$ cat src/rtl/cnb_pkg.sv
package cnb_pkg;

    localparam int unsigned CMD_W  = 2;
    localparam int unsigned ROW_W  = 8;
    localparam int unsigned VALS_W = 32;
    localparam int unsigned LAB_W  = 3;
    localparam int unsigned STAT_W = 2;
    localparam int unsigned SCORE_W = 20;

    localparam logic [CMD_W-1:0] CMD_APPEND  = 2'd0;
    localparam logic [CMD_W-1:0] CMD_CHANGE  = 2'd1;
    localparam logic [CMD_W-1:0] CMD_PREDICT = 2'd2;
    localparam logic [CMD_W-1:0] CMD_NONE    = 2'd3;

    localparam logic [STAT_W-1:0] ST_OK     = 2'd0;
    localparam logic [STAT_W-1:0] ST_ROW    = 2'd1;
    localparam logic [STAT_W-1:0] ST_DOMAIN = 2'd2;
    localparam logic [STAT_W-1:0] ST_FULL   = 2'd3;

    localparam logic [1:0] REG_FEATURES = 2'd0;
    localparam logic [1:0] REG_CLASSES  = 2'd1;
    localparam logic [1:0] REG_DOMAINS  = 2'd2;

    typedef struct packed {
        logic [CMD_W-1:0]  command;
        logic [ROW_W-1:0]  row_index;
        logic [VALS_W-1:0] feature_values;
        logic [LAB_W-1:0]  class_label;
    } t_cmd;

    typedef struct packed {
        logic [STAT_W-1:0]        status;
        logic [LAB_W-1:0]         predicted_class;
        logic                     no_class;
        logic signed [SCORE_W-1:0] best_score;
    } t_result;

endpackage

$ cat src/rtl/cnb_front.sv
// Accepts commands, checks domains, row range and store capacity, and queues a decoded job.
module cnb_front
    import cnb_pkg::*;
#(
    parameter int unsigned MAX_FEATURES = 8,
    parameter int unsigned MAX_VALUES   = 16,
    parameter int unsigned MAX_CLASSES  = 8,
    parameter int unsigned MAX_ROWS     = 256
) (
    input  logic          i_clk,
    input  logic          i_rst_n,
    input  logic          i_start,
    input  t_cmd          i_cmd,
    output logic          o_busy,
    input  logic [3:0]    i_fc,
    input  logic [3:0]    i_cc,
    input  logic [31:0]   i_domains,
    input  logic [$clog2(MAX_ROWS+1)-1:0] i_row_total,
    output logic          o_job_valid,
    output t_cmd          o_job,
    output logic [STAT_W-1:0] o_job_status,
    input  logic          i_job_take
);
    logic [3:0] fc_eff;
    logic [3:0] cc_eff;
    logic       vals_ok;
    logic [STAT_W-1:0] stat;
    logic [4:0] dom;

    logic              r_full;
    t_cmd              r_job;
    logic [STAT_W-1:0] r_stat;
    logic              r_pend;

    always_comb begin
        fc_eff = (i_fc == 4'd0) ? 4'd1 :
                 (i_fc > 4'(MAX_FEATURES)) ? 4'(MAX_FEATURES) : i_fc;
        cc_eff = (i_cc == 4'd0) ? 4'd1 :
                 (i_cc > 4'(MAX_CLASSES)) ? 4'(MAX_CLASSES) : i_cc;
        vals_ok = 1'b1;
        for (int f = 0; f < MAX_FEATURES; f++) begin
            dom = 5'(i_domains[4*f +: 4]) + 5'd1;
            if (dom > 5'(MAX_VALUES)) dom = 5'(MAX_VALUES);
            if ((4'(f) < fc_eff) && (5'(i_cmd.feature_values[4*f +: 4]) >= dom))
                vals_ok = 1'b0;
        end
        stat = ST_OK;
        unique case (i_cmd.command)
            CMD_APPEND: begin
                if (!vals_ok || (4'(i_cmd.class_label) >= cc_eff)) stat = ST_DOMAIN;
                else if (i_row_total >= ($clog2(MAX_ROWS+1))'(MAX_ROWS)) stat = ST_FULL;
            end
            CMD_CHANGE: begin
                if (($clog2(MAX_ROWS+1)+1)'(i_cmd.row_index) >=
                    ($clog2(MAX_ROWS+1)+1)'(i_row_total)) stat = ST_ROW;
                else if (!vals_ok || (4'(i_cmd.class_label) >= cc_eff)) stat = ST_DOMAIN;
            end
            CMD_PREDICT: begin
                if (!vals_ok) stat = ST_DOMAIN;
            end
            default: stat = ST_OK;
        endcase
    end

    // One job in flight at a time; the queue entry is held until the back end finishes.
    always_ff @(posedge i_clk) begin
        if (!i_rst_n) begin
            r_full <= 1'b0;
            r_pend <= 1'b0;
        end else begin
            if (i_start && !o_busy) begin
                r_full <= 1'b1;
                r_pend <= 1'b1;
            end else begin
                if (i_job_take) r_pend <= 1'b0;
                if (i_job_take) r_full <= 1'b0;
            end
        end
    end

    always_ff @(posedge i_clk) begin
        if (i_start && !o_busy) begin
            r_job  <= i_cmd;
            r_stat <= stat;
        end
    end

    assign o_busy       = r_full;
    assign o_job_valid  = r_pend;
    assign o_job        = r_job;
    assign o_job_status = r_stat;
endmodule

$ cat config.mk
export PLATFORM = sky130hd
export DESIGN_NAME = cnb_front
export DESIGN_NICKNAME = d
export VERILOG_FILES = /design/src/rtl/cnb_pkg.sv /design/src/rtl/cnb_front.sv
export SDC_FILE = /design/constraint.sdc
export NUM_CORES = 1
export LEC_CHECK = 0
export CORE_ASPECT_RATIO = 0.6
export CORE_MARGIN = 8
export CORE_UTILIZATION = 65
export CTS_CLUSTER_SIZE = 20
export DETAILED_ROUTE_END_ITERATION = 10
export DONT_BUFFER_PORTS = 1
export MAX_ROUTING_LAYER = met4
export PLACE_DENSITY_LB_ADDON = 0.25
export SYNTH_ARGS = -nofsm -noshare
export SYNTH_HDL_FRONTEND = slang
export SYNTH_SLANG_ARGS = --single-unit
$ cat constraint.sdc
create_clock -name i_clk -period 5.9 [get_ports i_clk]
set_input_delay 0.295 -clock i_clk [delete_from_list [all_inputs] [get_ports i_clk]]
set_output_delay 0.295 -clock i_clk [all_outputs]
set_load 0.01 [all_outputs]
# After elaboration in Yosys (flattened, before gate mapping)
# Index checks and enable logic that the tools add are counted.
word_totals:
  inputBits: 98
  elab_cells: 89
  ff_bits: 48
  out_inout_bits: 49
op_classes:
  n_eq_ne: 2
  n_addsub: 8
  reduce_logical: 16
  mux: 28
  magnitude_cmp: 29
op_table:
  columns: ["operator", "n"]
  rows:
  - ["adder 4 x 1 -> 5 bit, second input constant", 8]
  - [">= comparator 4 x 5 -> 1 bit", 8]
  - ["greater-than comparator 5 bit, second input constant", 8]
  - ["2-to-1 mux 5 bit", 8]
  - ["less-than comparator 3 x 4 -> 1 bit, first input constant", 4]
  - ["2-to-1 mux 4 bit", 4]
  - ["2-to-1 mux 1 bit", 10]
  - ["2-to-1 mux 2 bit", 5]
  - [">= comparator 8 x 9 -> 1 bit", 1]
  - [">= comparator 9 bit, second input constant", 1]
  - ["logical AND 1 bit", 9]
  - ["greater-than comparator 4 bit, second input constant", 2]
  - ["zero test 4 bit", 2]
  - ["less-than comparator 1 x 4 -> 1 bit, first input constant", 2]
  - ["less-than comparator 2 x 4 -> 1 bit, first input constant", 2]
  - ["case mux 2 bit (3 select lines)", 1]
  - [">= comparator 3 x 4 -> 1 bit", 1]
  - ["== test 2 x 1 -> 1 bit, second input constant", 1]
  - ["== test 2 bit, second input constant", 1]
  - ["zero test 1 bit", 2]
  - ["zero test 2 bit", 1]
  - ["nonzero test 2 bit", 1]
  - ["logical OR 1 bit", 1]

# Logic depth before layout (Yosys ltp)
depth:
  ltp_word: 18
  depth_mapped: 11
  ltp_nobuf: 11

# Worst setup path before layout
# Ideal clock, no wire load.
synth_timing:
  kind: "register -> register"
  startpoint: "reg o_job_valid (netlist name)"
  endpoint: "reg r_job, in the netlist o_job[0], enable pin"
  t_arrival_ns: 2.473
  period_less_slack_ns: 2.930
  stages_incl_launch_ff: 2
  required_ns: 5.443
  slack_ns: 2.970
  path_cell_list: "dfxtp_1 nor2b_1"
synth_lines:
  columns: ["element", "line_no", "source"]
  rows:
  - ["to (signal assigned)", "cnb_front.sv:83", "r_job <= i_cmd;"]
  - ["to (decl)", "cnb_front.sv:31", "t_cmd r_job;"]

# Worst setup path after layout
layout_timing:
  startpoint: "in i_domains[0]"
  endpoint: "reg r_stat[1], in the netlist o_job_status[1], data pin"
layout_between:
  elab_chain_cells: 18
  elab_cells_between_ends: 20
  classes_between: "add/sub: 1; order compare: 2; mux: 14; reduce/logical: 3"
layout_lines:
  columns: ["element", "line_no", "source"]
  rows:
  - ["from (decl)", "cnb_front.sv:17", "input logic [31:0] i_domains,"]
  - ["adder 4 x 1 -> 5 bit *", "cnb_front.sv:42", "dom = 5'(i_domains[4*f +: 4]) + 5'd1;"]
  - ["greater-than comparator 5 bit", "cnb_front.sv:43", "if (dom > 5'(MAX_VALUES)) dom = 5'(MAX_VALUES);"]
  - ["2-to-1 mux 5 bit *", "cnb_front.sv:43", null]
  - [">= comparator 4 x 5 -> 1 bit *", "cnb_front.sv:44", "if ((4'(f) < fc_eff) && (5'(i_cmd.feature_values[4*f +: 4]) >= dom))"]
  - ["logical AND 1 bit *", "cnb_front.sv:44", null]
  - ["2-to-1 mux 1 bit * (8 in a row)", "cnb_front.sv:44", null]
  - ["zero test 1 bit", null, null]
  - ["logical OR 1 bit", "cnb_front.sv:50, cnb_front.sv:56", null]
  - ["2-to-1 mux 2 bit", "cnb_front.sv:56", "else if (!vals_ok || (4'(i_cmd.class_label) >= cc_eff)) stat = ST_DOMAIN;"]
  - ["2-to-1 mux 2 bit", "cnb_front.sv:54", "if (($clog2(MAX_ROWS+1)+1)'(i_cmd.row_index) >="]
  - ["case mux 2 bit (3 select lines) *", "cnb_front.sv:48", "unique case (i_cmd.command)"]
  - ["named net stat[1]", "cnb_front.sv:27", "logic [STAT_W-1:0] stat;"]
  - ["to (signal assigned)", "cnb_front.sv:84", "r_stat <= stat;"]
  - ["to (decl)", "cnb_front.sv:32", "logic [STAT_W-1:0] r_stat;"]
# The timed path passes the listed nets; every way through them passes the cells marked *.
# A chain may end at the register's enable or synchronous reset.

==> run_results.csv <==
group,metric,value,unit
sta,holdWs,88.1,ps
power,worst_ir_drop_vdd,0.131,mV
yosys,post_synth_mux_area_share,0,%
routing,drt-pass1-iter-count,4,
power,comb_power_share,14.9,%
place,dp_slack,3490,ps
die,initial_core_util,66.5,%
yosys,synth_fa_ha_area_share,21.3,%
yosys,ys_ff_latch,48,
power,seq_power_share,54.6,%
sta,final.setup.tns,0,ps
global_route,grt_max_degree,31,
sta,finalCritPeriodShare,35.5,%
power,power.net_switching,0.191,mW
global_route,gr-usage-met1,20.7,%
yosys,yosys.area_share.simple,9.92,%
sta,hold_violations,0,
sta,report.final.slew_viol_count,0,
routing,vias,2027,
global_route,met2_usage,32.4,%
sta,rsz0062_at_grt,"no",
power,sw_frac_of_total,24.7,%
yosys,yosysUniqueCellTypes,34,
worst_setup_path,cp_data_required_time,5950,ps
die,core_region_area,4520,um^2
global_route,grt.overflow.total,0,
sta,maxSlewHeadroom,64.6,%
yosys,syn-num-nets,417,
layout,antenna_cells,0,
global_route,gr-usage-met3,10.2,%
die,die_y,68.6,um
yosys,yosys_warnings,0,
worst_setup_path,path_common_cell,"ha_1",
layout,final_cell_count_no_fill,339,
sta,fin_crit,2090,ps
sta,finalWorstSetupSlack,3810,ps
place,numPortBuffers,0,
yosys,synth_top_family_by_area,"adder cells",
worst_setup_path,worst_path_largest_cell_delay,310,ps
place,dpl_cell_area,3090,um^2
routing,ant_nets,0,
cts,clock_sinks,48,
global_route,grt_antenna_before_repair,0,
power,power,0.771,mW
yosys,yosys.area_share.xor_xnor,2.33,%
cts,cts_setup_buffers,0,
power,p_leak,1.32,nW
worst_setup_path,cp_max_fo,4,
global_route,grt_pass1_wl,10500,um
worst_setup_path,crit_arrival,2140,ps
die,row_count,19,
cts,numCtsBuffers,5,
global_route,grt.total_usage,19.5,%
run_status,status,"complete, no violations",
sta,worst_pin_slew,530,ps
layout,nets,424,
routing,wl_per_cell,20.6,um
yosys,synth_compound_area_share,14.7,%
cts,cts_tree,"built",
layout,layout-drive-gt1-share,3.62,%
routing,wirelength,6980,um
cts,cts_resized,0,
sta,clock_skew,9.66,ps
yosys,syn_area,3000,um^2
worst_setup_path,slowest_stage,"and4bb_1",
cts,clock_latency,290,ps
cts,clk_pin_slew,90,ps
worst_setup_path,critPathKind,"input port to flip-flop",
min_path,min_path_type,"input port to flip-flop",
sta,setup_viol,0,
place,dp_hpwl,5960,um
yosys,avgSynthCellArea,11.2,um^2
die,die_area,7120,um^2
worst_setup_path,path_cells,"ha_1, a31oi_1, ha_1, nor3b_1, o21ai_0, a22oi_1, o221ai_1, and4bb_1, a21oi_1",
routing,routed_via_density,5.98,
die,die-width,104,um
global_route,grt_pass1_vias,2098,
worst_setup_path,crit_path_end_kind,"flip-flop",
routing,drc,0,
layout,utilization,70.7,%
layout,syn2layout_area_growth,6.46,%
routing,drt_iter0_drc,67,
yosys,synthCells,268,
cts,cts_buffer_depth,2,
run,cap_viol_max_count,0,
cts,hold_buffers,0,
sta,fmax,0.478,GHz
place,place.gp.congestion,0.769,
power,power.share.clock,30.5,%
cts,htreeDepth,2,
power,cellPowerDensity,241,nW/um^2
yosys,yosysSeqAreaShare,47.7,%
layout,fin_area,3200,um^2
die,ios,147,
power,internal_power,0.581,mW
worst_setup_path,worst_setup_path_start_kind,"input port",
global_route,grt-busiest-layer,"met2",
cts,clock_tree.root_cell,"clkbuf_8",
place,dp.cells,331,
-- final timing paths --
| kind | from | to | slack, ps | cells past startpoint |
|---|---|---|---|---|
| max | i_domains[0] | o_job_status[1] | 3810 | 9 |
| min | i_cmd[23] | o_job[23] | 90 | 0 |
| max reg2reg | o_job_valid | o_job[39] | 4150 | 2 |
| min reg2reg | o_job_valid | o_job_valid | 720 | 2 |
-- synthesized netlist by cell type --
library cell  count  area, um^2
or3_1             1        6.26
o21a_1            1        7.51
and2_1            8        50.1
buf_4             1        7.51
a21o_1            3        22.5
nor2_1           21        78.8
a2111oi_0         1        8.76
and4bb_1          1        12.5
edfxtp_1         47        1410
o221ai_1          2        17.5
o21ai_1           3        15.0
nand2_1          11        41.3
nand4_1           1        6.26
a211oi_1          5        37.5
a32oi_1           1        8.76
inv_1            31         116
a21oi_1          16        80.1
nand3_1           3        15.0
o21ai_0          20         100
o22ai_1           1        6.26
a311oi_1          1        8.76
nor2b_1           2        12.5
o211a_1           1        10.0
dfxtp_1           1        20.0
o31ai_1           1        7.51
nand2b_1          6        37.5
a32o_1            1        10.0
a22oi_1           1        7.51
a31oi_1           9        56.3
a31oi_4           1        21.3
xnor2_1           8        70.1
ha_1             51         638
o21bai_1          2        15.0
nor3b_1           5        37.5
-- final cells by class --
class	count	area, um^2
Sequential cell	48	1430
Inverter	31	116
Tap cell	63	78.8
Timing Repair Buffer	1	7.51
Clock inverter	2	35.0
Clock buffer	6	72.6
Multi-Input combinational cell	188	1450
Fill cell	340	1320
-- worst max-delay path, delay by kind of cell --
kind / cells / cell delay [ps]
and+or+nand+nor: 2 / 530
AOI/OAI and AO/OA: 5 / 810
adders and majority gates: 2 / 500
-- placed cells by master, fill, tap and decap left out, types with 2 or more instances in the layout --
cell and instances:
ha_1 51, edfxtp_1 47, inv_1 31, nor2_1 21
o21ai_0 20, a21oi_1 16, nand2_1 11, a31oi_1 9
and2_1 8, xnor2_1 8, nand2b_1 6, nor3b_1 5
a211oi_1 5, clkbuf_8 5, a21o_1 3, nand3_1 3
o21ai_1 3, o21bai_1 2, o221ai_1 2
-- power groups by stage --
stage          clock network [mW]  logic [mW]  registers [mW]
3_5_place_dp                    0       0.115           0.429
5_1_grt                     0.249       0.135           0.423
4_1_cts                     0.237       0.116           0.422
2_1_floorplan                   0      0.0901           0.425
6_report                    0.235       0.115           0.421
3_3_place_gp                    0       0.108           0.429
-- routing by layer --
layer,share of wire (%),wire (um),vias to the layer above
met5,0,0,-
met4,0.57,40,0
met3,13,882,4
met2,46,3210,99
met1,41,2850,921
li1,-,-,1003
-- registers in the layout, summed over array words and instances (netlist names) --
| signal | cells |
|---|---|
| o_job_status | 2 |
| o_job_valid | 1 |
| o_job | 45 |
-- kinds of logic after synthesis --
logic type,count (synthesis)
AO/OA/AOI/OAI,70
AND/OR/NAND/NOR,59
adder cells (fa/ha/maj),51
flip-flops,48
buffers and inverters,32
XOR/XNOR,8
(Power assumes the default switching activity.)
